<file path="config.mk">
export PLATFORM = sky130hd
export DESIGN_NAME = lru_page_replacement_top
export DESIGN_NICKNAME = d
export VERILOG_FILES = /design/src/rtl/lpr_pkg.sv /design/src/rtl/lru_page_replacement_top.sv
export SDC_FILE = /design/constraint.sdc
export NUM_CORES = 1
export LEC_CHECK = 0
export ABC_AREA = 1
export BUFFER_PORTS_ARGS = -buffer_cell sky130_fd_sc_hd__clkbuf_2
export CORE_MARGIN = 2
export CORE_UTILIZATION = 60
export DETAILED_ROUTE_END_ITERATION = 10
export PLACE_DENSITY = 0.77
export SLEW_MARGIN = 10
export SYNTH_ARGS = -nofsm -noshare
export SYNTH_HDL_FRONTEND = slang
export SYNTH_SLANG_ARGS = --single-unit
</file>
<file path="constraint.sdc">
create_clock -name clk -period 5.8 [get_ports clk]
set_input_delay 0.58 -clock clk [delete_from_list [all_inputs] [get_ports clk]]
set_output_delay 0.58 -clock clk [all_outputs]
set_load 0.005 [all_outputs]
</file>
<file path="src/rtl/lpr_pkg.sv">
// lpr_pkg: shared types and constants for the lru page replacement block
// field positions of the stream words, default sizes and the sequencer states
// no dependencies
package lpr_pkg;

  localparam int FRAMES_DEF     = 16;
  localparam int PAGE_BITS_DEF  = 8;
  localparam int COUNT_BITS_DEF = 16;

  // configuration register
  localparam int          CFG_W       = 5;
  localparam int          CFG_TDATA_W = 8;
  localparam logic [4:0]  CFG_RESET   = 5'd3;

  // input word
  localparam int IN_PAGE_W  = 8;
  localparam int IN_TDATA_W = 8;

  // result word, lowest bit first
  localparam int OUT_HIT_LSB    = 0;
  localparam int OUT_SLOT_LSB   = 1;
  localparam int OUT_SLOT_W     = 4;
  localparam int OUT_EVV_LSB    = 5;
  localparam int OUT_EVP_LSB    = 6;
  localparam int OUT_EVP_W      = 8;
  localparam int OUT_HTOT_LSB   = 14;
  localparam int OUT_TOT_W      = 16;
  localparam int OUT_FTOT_LSB   = 30;
  localparam int OUT_USED_W     = 46;
  localparam int OUT_TDATA_W    = 48;

  typedef enum logic [1:0] {
    ST_IDLE,
    ST_SCAN,
    ST_UPDATE
  } lpr_state_t;

endpackage

</file>
<file path="src/rtl/lru_page_replacement_top.sv">
// lru_page_replacement_top: least recently used page frame manager
// one request at a time: in_tready is high only in idle, so a new request waits until the
//   result of the last one is registered; the single compare stage walks the n active
//   frames one a cycle through the page memory read port
// reset: rst_n synchronous, active low; clears valid bits, ranks, fill pointer and
//   totals, sets frames_in_use to 3; no clearing pass
module lru_page_replacement_top #(
  parameter int FRAMES     = lpr_pkg::FRAMES_DEF,
  parameter int PAGE_BITS  = lpr_pkg::PAGE_BITS_DEF,
  parameter int COUNT_BITS = lpr_pkg::COUNT_BITS_DEF
) (
  input  logic                             clk,
  input  logic                             rst_n,
  // page_number[7:0]
  input  logic                             in_tvalid,
  output logic                             in_tready,
  input  logic [lpr_pkg::IN_TDATA_W-1:0]   in_tdata,
  // hit[0], frame_slot[4:1], evicted_valid[5], evicted_page[13:6],
  // hit_total[29:14], fault_total[45:30], zero pad[47:46]
  output logic                             out_tvalid,
  input  logic                             out_tready,
  output logic [lpr_pkg::OUT_TDATA_W-1:0]  out_tdata,
  // frames_in_use[4:0], unused[7:5]
  input  logic                             cfg_tvalid,
  output logic                             cfg_tready,
  input  logic [lpr_pkg::CFG_TDATA_W-1:0]  cfg_tdata
);

  localparam int IDX_W  = (FRAMES > 1) ? $clog2(FRAMES) : 1;
  localparam int CNT_W  = $clog2(FRAMES + 1);
  localparam int RANK_W = IDX_W;
  localparam logic [RANK_W-1:0]     RANK_MAX  = RANK_W'(FRAMES - 1);
  localparam logic [COUNT_BITS-1:0] COUNT_MAX = '1;

  lpr_pkg::lpr_state_t state_r, state_nxt;

  logic [lpr_pkg::CFG_W-1:0] frames_cfg_r;
  logic                      frame_valid_r [FRAMES];
  logic                      frame_valid_nxt [FRAMES];
  logic [RANK_W-1:0]         rank_r [FRAMES];
  logic [RANK_W-1:0]         rank_nxt [FRAMES];
  logic [CNT_W-1:0]          fill_ptr_r, fill_ptr_nxt;
  logic [COUNT_BITS-1:0]     hit_cnt_r, hit_cnt_nxt;
  logic [COUNT_BITS-1:0]     fault_cnt_r, fault_cnt_nxt;
  logic                      out_tvalid_r, out_tvalid_nxt;
  logic                      cmp_vld_r, cmp_vld_nxt;

  logic [PAGE_BITS-1:0]         page_r, page_nxt;
  logic [CNT_W-1:0]             n_r, n_nxt;
  logic [CNT_W-1:0]             rd_cnt_r, rd_cnt_nxt;
  logic [IDX_W-1:0]             cmp_idx_r, cmp_idx_nxt;
  logic                         found_r, found_nxt;
  logic [IDX_W-1:0]             match_slot_r, match_slot_nxt;
  logic [RANK_W-1:0]            match_rank_r, match_rank_nxt;
  logic [IDX_W-1:0]             vic_slot_r, vic_slot_nxt;
  logic [PAGE_BITS-1:0]         vic_page_r, vic_page_nxt;
  logic [RANK_W-1:0]            best_r, best_nxt;
  logic [lpr_pkg::OUT_TDATA_W-1:0] out_tdata_r, out_tdata_nxt;

  // page memory, one read and one write port
  logic [PAGE_BITS-1:0] page_mem [FRAMES];
  logic [PAGE_BITS-1:0] page_q_r;
  logic                 mem_we;
  logic [IDX_W-1:0]     mem_waddr;

  logic [CNT_W-1:0]  n_active;
  logic              cmp_valid_bit;
  logic [RANK_W-1:0] cmp_rank;
  logic              is_fill;
  logic [IDX_W-1:0]  upd_slot;
  logic [RANK_W-1:0] limit;
  logic              evict;
  logic [PAGE_BITS-1:0] ev_page;

  assign in_tready  = (state_r == lpr_pkg::ST_IDLE);
  assign out_tvalid = out_tvalid_r;
  assign out_tdata  = out_tdata_r;
  assign cfg_tready = 1'b1;

  always_comb begin
    if (frames_cfg_r == '0) begin
      n_active = CNT_W'(1);
    end else if (32'(frames_cfg_r) > 32'(FRAMES)) begin
      n_active = CNT_W'(FRAMES);
    end else begin
      n_active = CNT_W'(frames_cfg_r);
    end
  end

  assign cmp_valid_bit = frame_valid_r[cmp_idx_r];
  assign cmp_rank      = rank_r[cmp_idx_r];

  // replacement decision from the finished scan
  assign is_fill  = !found_r && (fill_ptr_r < n_r);
  assign evict    = !found_r && !is_fill;
  assign upd_slot = found_r ? match_slot_r :
                    (is_fill ? fill_ptr_r[IDX_W-1:0] : vic_slot_r);
  assign limit    = found_r ? match_rank_r : best_r;
  assign ev_page  = evict ? vic_page_r : '0;

  always_comb begin
    state_nxt      = state_r;
    page_nxt       = page_r;
    n_nxt          = n_r;
    rd_cnt_nxt     = rd_cnt_r;
    cmp_vld_nxt    = cmp_vld_r;
    cmp_idx_nxt    = cmp_idx_r;
    found_nxt      = found_r;
    match_slot_nxt = match_slot_r;
    match_rank_nxt = match_rank_r;
    vic_slot_nxt   = vic_slot_r;
    vic_page_nxt   = vic_page_r;
    best_nxt       = best_r;
    fill_ptr_nxt   = fill_ptr_r;
    hit_cnt_nxt    = hit_cnt_r;
    fault_cnt_nxt  = fault_cnt_r;
    out_tdata_nxt  = out_tdata_r;
    out_tvalid_nxt = out_tvalid_r;
    mem_we         = 1'b0;
    mem_waddr      = upd_slot;
    for (int i = 0; i < FRAMES; i++) begin
      frame_valid_nxt[i] = frame_valid_r[i];
      rank_nxt[i]        = rank_r[i];
    end

    if (out_tvalid_r && out_tready) begin
      out_tvalid_nxt = 1'b0;
    end

    unique case (state_r)
      lpr_pkg::ST_IDLE: begin
        if (in_tvalid) begin
          page_nxt     = PAGE_BITS'(in_tdata);
          n_nxt        = n_active;
          rd_cnt_nxt   = '0;
          cmp_vld_nxt  = 1'b0;
          found_nxt    = 1'b0;
          vic_slot_nxt = '0;
          best_nxt     = '0;
          state_nxt    = lpr_pkg::ST_SCAN;
        end
      end
      lpr_pkg::ST_SCAN: begin
        // read stage: one frame address a cycle
        if (rd_cnt_r < n_r) begin
          cmp_vld_nxt = 1'b1;
          cmp_idx_nxt = rd_cnt_r[IDX_W-1:0];
          rd_cnt_nxt  = rd_cnt_r + CNT_W'(1);
        end else begin
          cmp_vld_nxt = 1'b0;
        end
        // compare stage: first match and oldest frame
        if (cmp_vld_r) begin
          if (cmp_valid_bit && (page_q_r == page_r) && !found_r) begin
            found_nxt      = 1'b1;
            match_slot_nxt = cmp_idx_r;
            match_rank_nxt = cmp_rank;
          end
          if (cmp_idx_r == '0) begin
            vic_slot_nxt = '0;
            vic_page_nxt = page_q_r;
            best_nxt     = cmp_valid_bit ? cmp_rank : '0;
          end else if (cmp_valid_bit && (cmp_rank > best_r)) begin
            vic_slot_nxt = cmp_idx_r;
            vic_page_nxt = page_q_r;
            best_nxt     = cmp_rank;
          end
        end
        if ((rd_cnt_r == n_r) && !cmp_vld_r) begin
          state_nxt = lpr_pkg::ST_UPDATE;
        end
      end
      lpr_pkg::ST_UPDATE: begin
        if (!out_tvalid_r || out_tready) begin
          // age the frames younger than the touched one, or every valid frame on a fill
          for (int i = 0; i < FRAMES; i++) begin
            if ((CNT_W'(i) < n_r) && (IDX_W'(i) != upd_slot) && frame_valid_r[i] &&
                (is_fill || (rank_r[i] < limit)) && (rank_r[i] < RANK_MAX)) begin
              rank_nxt[i] = rank_r[i] + RANK_W'(1);
            end
          end
          rank_nxt[upd_slot]        = '0;
          frame_valid_nxt[upd_slot] = 1'b1;
          if (found_r) begin
            if (hit_cnt_r != COUNT_MAX) begin
              hit_cnt_nxt = hit_cnt_r + COUNT_BITS'(1);
            end
          end else begin
            mem_we = 1'b1;
            if (is_fill) begin
              fill_ptr_nxt = fill_ptr_r + CNT_W'(1);
            end
            if (fault_cnt_r != COUNT_MAX) begin
              fault_cnt_nxt = fault_cnt_r + COUNT_BITS'(1);
            end
          end
          out_tdata_nxt = '0;
          out_tdata_nxt[lpr_pkg::OUT_HIT_LSB] = found_r;
          out_tdata_nxt[lpr_pkg::OUT_SLOT_LSB +: lpr_pkg::OUT_SLOT_W] =
            lpr_pkg::OUT_SLOT_W'(upd_slot);
          out_tdata_nxt[lpr_pkg::OUT_EVV_LSB] = evict;
          out_tdata_nxt[lpr_pkg::OUT_EVP_LSB +: lpr_pkg::OUT_EVP_W] =
            lpr_pkg::OUT_EVP_W'(ev_page);
          out_tdata_nxt[lpr_pkg::OUT_HTOT_LSB +: lpr_pkg::OUT_TOT_W] =
            lpr_pkg::OUT_TOT_W'(hit_cnt_nxt);
          out_tdata_nxt[lpr_pkg::OUT_FTOT_LSB +: lpr_pkg::OUT_TOT_W] =
            lpr_pkg::OUT_TOT_W'(fault_cnt_nxt);
          out_tvalid_nxt = 1'b1;
          state_nxt      = lpr_pkg::ST_IDLE;
        end
      end
      default: begin
        state_nxt = lpr_pkg::ST_IDLE;
      end
    endcase
  end

  always_ff @(posedge clk) begin
    if (!rst_n) begin
      state_r <= lpr_pkg::ST_IDLE;
    end else begin
      state_r <= state_nxt;
    end
  end

  always_ff @(posedge clk) begin
    if (!rst_n) begin
      frames_cfg_r <= lpr_pkg::CFG_RESET;
      fill_ptr_r   <= '0;
      hit_cnt_r    <= '0;
      fault_cnt_r  <= '0;
      out_tvalid_r <= 1'b0;
      cmp_vld_r    <= 1'b0;
      for (int i = 0; i < FRAMES; i++) begin
        frame_valid_r[i] <= 1'b0;
        rank_r[i]        <= '0;
      end
    end else begin
      if (cfg_tvalid) begin
        frames_cfg_r <= cfg_tdata[lpr_pkg::CFG_W-1:0];
      end
      fill_ptr_r   <= fill_ptr_nxt;
      hit_cnt_r    <= hit_cnt_nxt;
      fault_cnt_r  <= fault_cnt_nxt;
      out_tvalid_r <= out_tvalid_nxt;
      cmp_vld_r    <= cmp_vld_nxt;
      for (int i = 0; i < FRAMES; i++) begin
        frame_valid_r[i] <= frame_valid_nxt[i];
        rank_r[i]        <= rank_nxt[i];
      end
    end
  end

  always_ff @(posedge clk) begin
    page_r       <= page_nxt;
    n_r          <= n_nxt;
    rd_cnt_r     <= rd_cnt_nxt;
    cmp_idx_r    <= cmp_idx_nxt;
    found_r      <= found_nxt;
    match_slot_r <= match_slot_nxt;
    match_rank_r <= match_rank_nxt;
    vic_slot_r   <= vic_slot_nxt;
    vic_page_r   <= vic_page_nxt;
    best_r       <= best_nxt;
    out_tdata_r  <= out_tdata_nxt;
  end

  always_ff @(posedge clk) begin
    if (mem_we) begin
      page_mem[mem_waddr] <= page_r;
    end
    page_q_r <= page_mem[rd_cnt_r[IDX_W-1:0]];
  end

endmodule

</file>
==> run_summary.xml <==
<?xml version="1.0" encoding="UTF-8"?>
<metrics>
  <group name="synthesis">
    <metric name="synth-edff-count" unit="">230</metric>
    <metric name="sequential_fraction_of_the_synthesis_area" unit="%">52.7</metric>
    <metric name="largest_area_contributor_in_the_netlist" unit="">sky130_fd_sc_hd__edfxtp_1</metric>
    <metric name="synthDominantCellAreaShare" unit="%">38.4</metric>
    <metric name="ys_ff_latch" unit="">359</metric>
    <metric name="ys_async_sr_fraction" unit="%">0</metric>
    <metric name="post_synth_inst_count" unit="">2013</metric>
    <metric name="synthTopCellsByArea" unit="">sky130_fd_sc_hd__edfxtp_1 38%, sky130_fd_sc_hd__dfxtp_1 14%, sky130_fd_sc_hd__nand2_1 7.0%, sky130_fd_sc_hd__ha_1 5.8%, sky130_fd_sc_hd__inv_1 5.5%</metric>
    <metric name="synthesis.yosys.warnings" unit="">0</metric>
    <metric name="synth_top_cells_by_count" unit="">336 x sky130_fd_sc_hd__nand2_1, 266 x sky130_fd_sc_hd__inv_1, 230 x sky130_fd_sc_hd__edfxtp_1, 214 x sky130_fd_sc_hd__nor2_1, 185 x sky130_fd_sc_hd__o21ai_0</metric>
    <metric name="post_synthesis_instance_area" unit="sq um">18000</metric>
    <metric name="post-synth-top-count-cell" unit="">sky130_fd_sc_hd__nand2_1</metric>
    <metric name="syn-mean-instance-area" unit="sq um">8.94</metric>
    <metric name="yosys_most_used_dff" unit="">sky130_fd_sc_hd__edfxtp_1</metric>
    <metric name="yosysUniqueCellTypes" unit="">52</metric>
  </group>
  <group name="sta">
    <metric name="relSlewSlack" unit="%">23.6</metric>
    <metric name="setup_viol" unit="">0</metric>
    <metric name="tightest_slew" unit="ns">1.14</metric>
    <metric name="hold_violations" unit="">0</metric>
    <metric name="final_critical_delay_including_setup_and_external_delays" unit="ns">3.60</metric>
    <metric name="rsz0062_at_grt" unit="">false</metric>
    <metric name="maxClockFrequency" unit="MHz">278</metric>
    <metric name="final_min_period_over_clock_period" unit="%">62.1</metric>
    <metric name="fin_tns_setup" unit="ns">0</metric>
    <metric name="final_worst_clock_skew" unit="ns">0.0178</metric>
    <metric name="timing_max_transition_violations_final" unit="">0</metric>
  </group>
  <group name="global_route">
    <metric name="grt.overflow.total" unit="">0</metric>
    <metric name="grt.total_usage" unit="%">28.3</metric>
    <metric name="grt_first_pass_wirelength" unit="microns">70000</metric>
    <metric name="largest_net_degree_at_the_start_of_global_routing" unit="">81</metric>
    <metric name="first_global_vias" unit="">13749</metric>
    <metric name="number_of_antenna_violations_at_the_first_check_in_global_routing" unit="">1</metric>
  </group>
  <group name="run">
    <metric name="maximum_capacitance_violations" unit="">0</metric>
  </group>
  <group name="placement">
    <metric name="global_placement_routability_congestion" unit="">0.903</metric>
    <metric name="port-buffer-count" unit="">65</metric>
    <metric name="placed_cells_incl_taps" unit="">2424</metric>
    <metric name="hpwl_dp" unit="microns">30500</metric>
  </group>
  <group name="final_layout">
    <metric name="antenna_cells" unit="">0</metric>
    <metric name="area_growth" unit="%">10.4</metric>
    <metric name="total_nets_final" unit="">2179</metric>
    <metric name="finish.cell_count_without_fillers" unit="">2495</metric>
    <metric name="post_route_cells_drive_above_1_share" unit="%">11.2</metric>
  </group>
  <group name="status">
    <metric name="status" unit="">finished, final reports clean</metric>
  </group>
  <group name="clock_network">
    <metric name="cts_buffer_depth" unit="">3</metric>
    <metric name="ctsHtreeMaxLevel" unit="">2</metric>
    <metric name="worst_setup_hold_path_clk_slew" unit="ns">0.06</metric>
    <metric name="cts_root_buf" unit="">sky130_fd_sc_hd__clkbuf_16</metric>
    <metric name="postCtsResizedCells" unit="">0</metric>
    <metric name="holdBufCountCts" unit="">0</metric>
    <metric name="clkLatencyLatePin" unit="ns">0.53</metric>
    <metric name="cts_buffers" unit="">38</metric>
    <metric name="cts_setup_buffers" unit="">0</metric>
    <metric name="numClockSinks" unit="">359</metric>
    <metric name="clock_tree_from_tritoncts" unit="">done</metric>
  </group>
  <group name="die">
    <metric name="start_util" unit="%">60.9</metric>
    <metric name="chipWidth" unit="microns">177</metric>
    <metric name="num_rows" unit="">63</metric>
    <metric name="io_pins" unit="">72</metric>
    <metric name="dieArea" unit="sq um">31400</metric>
    <metric name="fp.dieH" unit="microns">177</metric>
    <metric name="core_region" unit="sq um">29600</metric>
  </group>
  <group name="routing">
    <metric name="avgRoutedWirePerCell" unit="microns">17.8</metric>
    <metric name="drcViolationCount" unit="">0</metric>
    <metric name="vias" unit="">14576</metric>
    <metric name="detail_route.wirelength" unit="microns">44400</metric>
    <metric name="initialDrtViolationCount" unit="">1504</metric>
    <metric name="drtPass1Iterations" unit="">7</metric>
    <metric name="via_per_inst" unit="">5.84</metric>
    <metric name="postRouteAntennaNets" unit="">0</metric>
  </group>
  <group name="worst_setup_path">
    <metric name="reg2regPathDepth" unit="">15</metric>
    <metric name="worst-path-max-fanout" unit="">58</metric>
    <metric name="worst_setup_path_end_kind" unit="">flop</metric>
    <metric name="r2r_setup_slack" unit="ns">2.20</metric>
    <metric name="crit_chain" unit="">buf_12, a21oi_1, o21ai_0, nand2_1, o221ai_1, nand2_1, ha_1, nand2_1, inv_1, o21ai_0, a32oi_1, nand2_1, nand2_1, nand2_1, nor2_1</metric>
    <metric name="timing.critical_path.mode_cell" unit="">sky130_fd_sc_hd__nand2_1</metric>
    <metric name="worst_path_max_delay_cell" unit="">sky130_fd_sc_hd__nor2_1</metric>
    <metric name="worst_ep_arrival_time" unit="ns">3.77</metric>
    <metric name="timing.rr.end" unit="">vic_page_r[3]</metric>
    <metric name="cpPeakStageDelay" unit="ns">0.60</metric>
    <metric name="crit_path_required_time" unit="ns">5.97</metric>
    <metric name="startpoint_type" unit="">flop</metric>
    <metric name="worstSetupPathType" unit="">reg -&gt; reg</metric>
  </group>
  <group name="hold_path">
    <metric name="min-delay-start" unit="">in_tdata[5]</metric>
    <metric name="hp-class" unit="">in -&gt; reg</metric>
    <metric name="hold_end" unit="">page_r[5]</metric>
    <metric name="whs_path_depth" unit="">1</metric>
  </group>
  <group name="pwr">
    <metric name="switching_share" unit="%">26.8</metric>
    <metric name="power-per-cell-area" unit="nW/um^2">294</metric>
    <metric name="cell_internal_pwr" unit="mW">4.28</metric>
    <metric name="sw_pwr" unit="mW">1.57</metric>
    <metric name="largest_vdd_supply_drop" unit="mV">0.191</metric>
    <metric name="sequentialPowerShare" unit="%">49.2</metric>
    <metric name="clock_power_share" unit="%">38.8</metric>
    <metric name="combinationalPowerShare" unit="%">12.0</metric>
    <metric name="p_leak" unit="nW">8.05</metric>
  </group>
</metrics>
## worst max-delay path: cells and delay by family, from the launching register on
family | cells | cell delay (ns)
simple gates | 7 | 1.10
buf+inv | 2 | 0.34
flops | 1 | 0.59
fa+ha+maj | 1 | 0.34
compound gates | 5 | 0.85
## cell families after synthesis
| group | after synthesis | synth area share (%) |
|---|---|---|
| adders and majority gates | 83 | 5.77 |
| xor gates and xnor gates | 29 | 1.41 |
| and+or+nand+nor | 797 | 19.9 |
| buffers and inverters | 349 | 7.54 |
| AOI/OAI and AO/OA | 394 | 12.6 |
| other | 2 | 0.0417 |
| DFF | 359 | 52.7 |
## placed cells by master (no fill, tap or decap), types with 4 or more instances in the layout
cell type | netlist | final
sky130_fd_sc_hd__dfxtp_1 | 129 | 127
sky130_fd_sc_hd__o21ai_0 | 185 | 182
sky130_fd_sc_hd__buf_4 | 3 | 21
sky130_fd_sc_hd__nor4_1 | 5 | 5
sky130_fd_sc_hd__clkbuf_1 | 45 | 10
sky130_fd_sc_hd__nand4_1 | 45 | 45
sky130_fd_sc_hd__nand3_1 | 100 | 100
sky130_fd_sc_hd__nand2_2 | 12 | 12
sky130_fd_sc_hd__xor2_1 | 26 | 26
sky130_fd_sc_hd__o21ai_2 | 4 | 4
sky130_fd_sc_hd__clkbuf_2 | 0 | 65
sky130_fd_sc_hd__o211ai_1 | 10 | 10
sky130_fd_sc_hd__ha_1 | 83 | 83
sky130_fd_sc_hd__inv_2 | 14 | 14
sky130_fd_sc_hd__o221ai_1 | 21 | 21
sky130_fd_sc_hd__o21ai_1 | 20 | 23
sky130_fd_sc_hd__nor2_2 | 25 | 24
sky130_fd_sc_hd__o22ai_1 | 39 | 39
sky130_fd_sc_hd__a21oi_1 | 94 | 94
sky130_fd_sc_hd__nor3_1 | 28 | 28
sky130_fd_sc_hd__clkinv_1 | 3 | 10
sky130_fd_sc_hd__clkinv_2 | 0 | 8
sky130_fd_sc_hd__nand2_1 | 336 | 336
sky130_fd_sc_hd__inv_1 | 266 | 266
sky130_fd_sc_hd__clkbuf_16 | 0 | 39
sky130_fd_sc_hd__nand3_2 | 8 | 8
sky130_fd_sc_hd__edfxtp_1 | 230 | 230
sky130_fd_sc_hd__nor2_4 | 6 | 7
sky130_fd_sc_hd__a21oi_4 | 7 | 7
sky130_fd_sc_hd__nor2_1 | 214 | 214
## power groups by stage
stage / sequential (mW) / combinational, mW / clock [mW]
floorplan: 2.88 / 0.505 / 0
global placement: 2.94 / 0.638 / 0
detailed placement: 2.94 / 0.662 / 0
CTS: 2.89 / 0.670 / 2.29
global route: 2.88 / 0.783 / 2.40
finish: 2.88 / 0.703 / 2.27
## worst max-delay path by stage
stage                         end  cells after the start    start
floorplan           rank_r[11][0]                     15  found_r
global placement    vic_page_r[3]                     14     flop
detailed placement  vic_page_r[4]                     14     flop
CTS                 vic_page_r[2]                     14     flop
global route        vic_page_r[7]                     15     flop
finish              vic_page_r[3]                     15     flop
## area by class of cell
cell class / instances / area, sq um
fillers: 2300 / 9690
flip-flops and latches: 359 / 9490
multi-input cells: 1306 / 7160
inverters: 283 / 1060
clock buffers: 52 / 1050
repair buffers: 87 / 503
well taps: 390 / 488
clock inverters: 18 / 108
## layer usage
| metal | routed length [microns] | part of all wire (%) | vias to the layer above | GRT usage (%) |
|---|---|---|---|---|
| met5 | 13 | 0.029 | - | 0 |
| met4 | 1550 | 3.5 | 2 | 10.7 |
| met3 | 3960 | 8.9 | 119 | 5.13 |
| met2 | 20500 | 46 | 676 | 46.4 |
| met1 | 18400 | 41 | 6810 | 37.6 |
| li1 | - | - | 6969 | - |
## through the flow
stage               total power [mW]  setup WS [ns]  hold WS (ns)  util (%)  cell area (sq um)
global placement                3.57           2.00         0.452      63.2              18700
CTS                             5.85           1.87         0.212      67.1              19800
global route                    6.06           1.97         0.210      67.2              19900
detailed placement              3.60           1.92         0.448      63.2              18700
finish                          5.85           2.20         0.224      67.2              19900
floorplan                       3.39           2.58         0.408         -              18000
## sequential cells by signal (all words and copies together) (netlist names), 5 cells and up, named ones only
name / cells
page_mem: 128
rank_r: 64
out_tdata: 46
fault_cnt_r: 16
frame_valid_r: 16
hit_cnt_r: 16
page_q_r: 8
page_r: 8
vic_page_r: 8
fill_ptr_r: 5
frames_cfg_r: 5
n_r: 5
rd_cnt_r: 5
No activity file was read; power rests on OpenSTA's default activity.
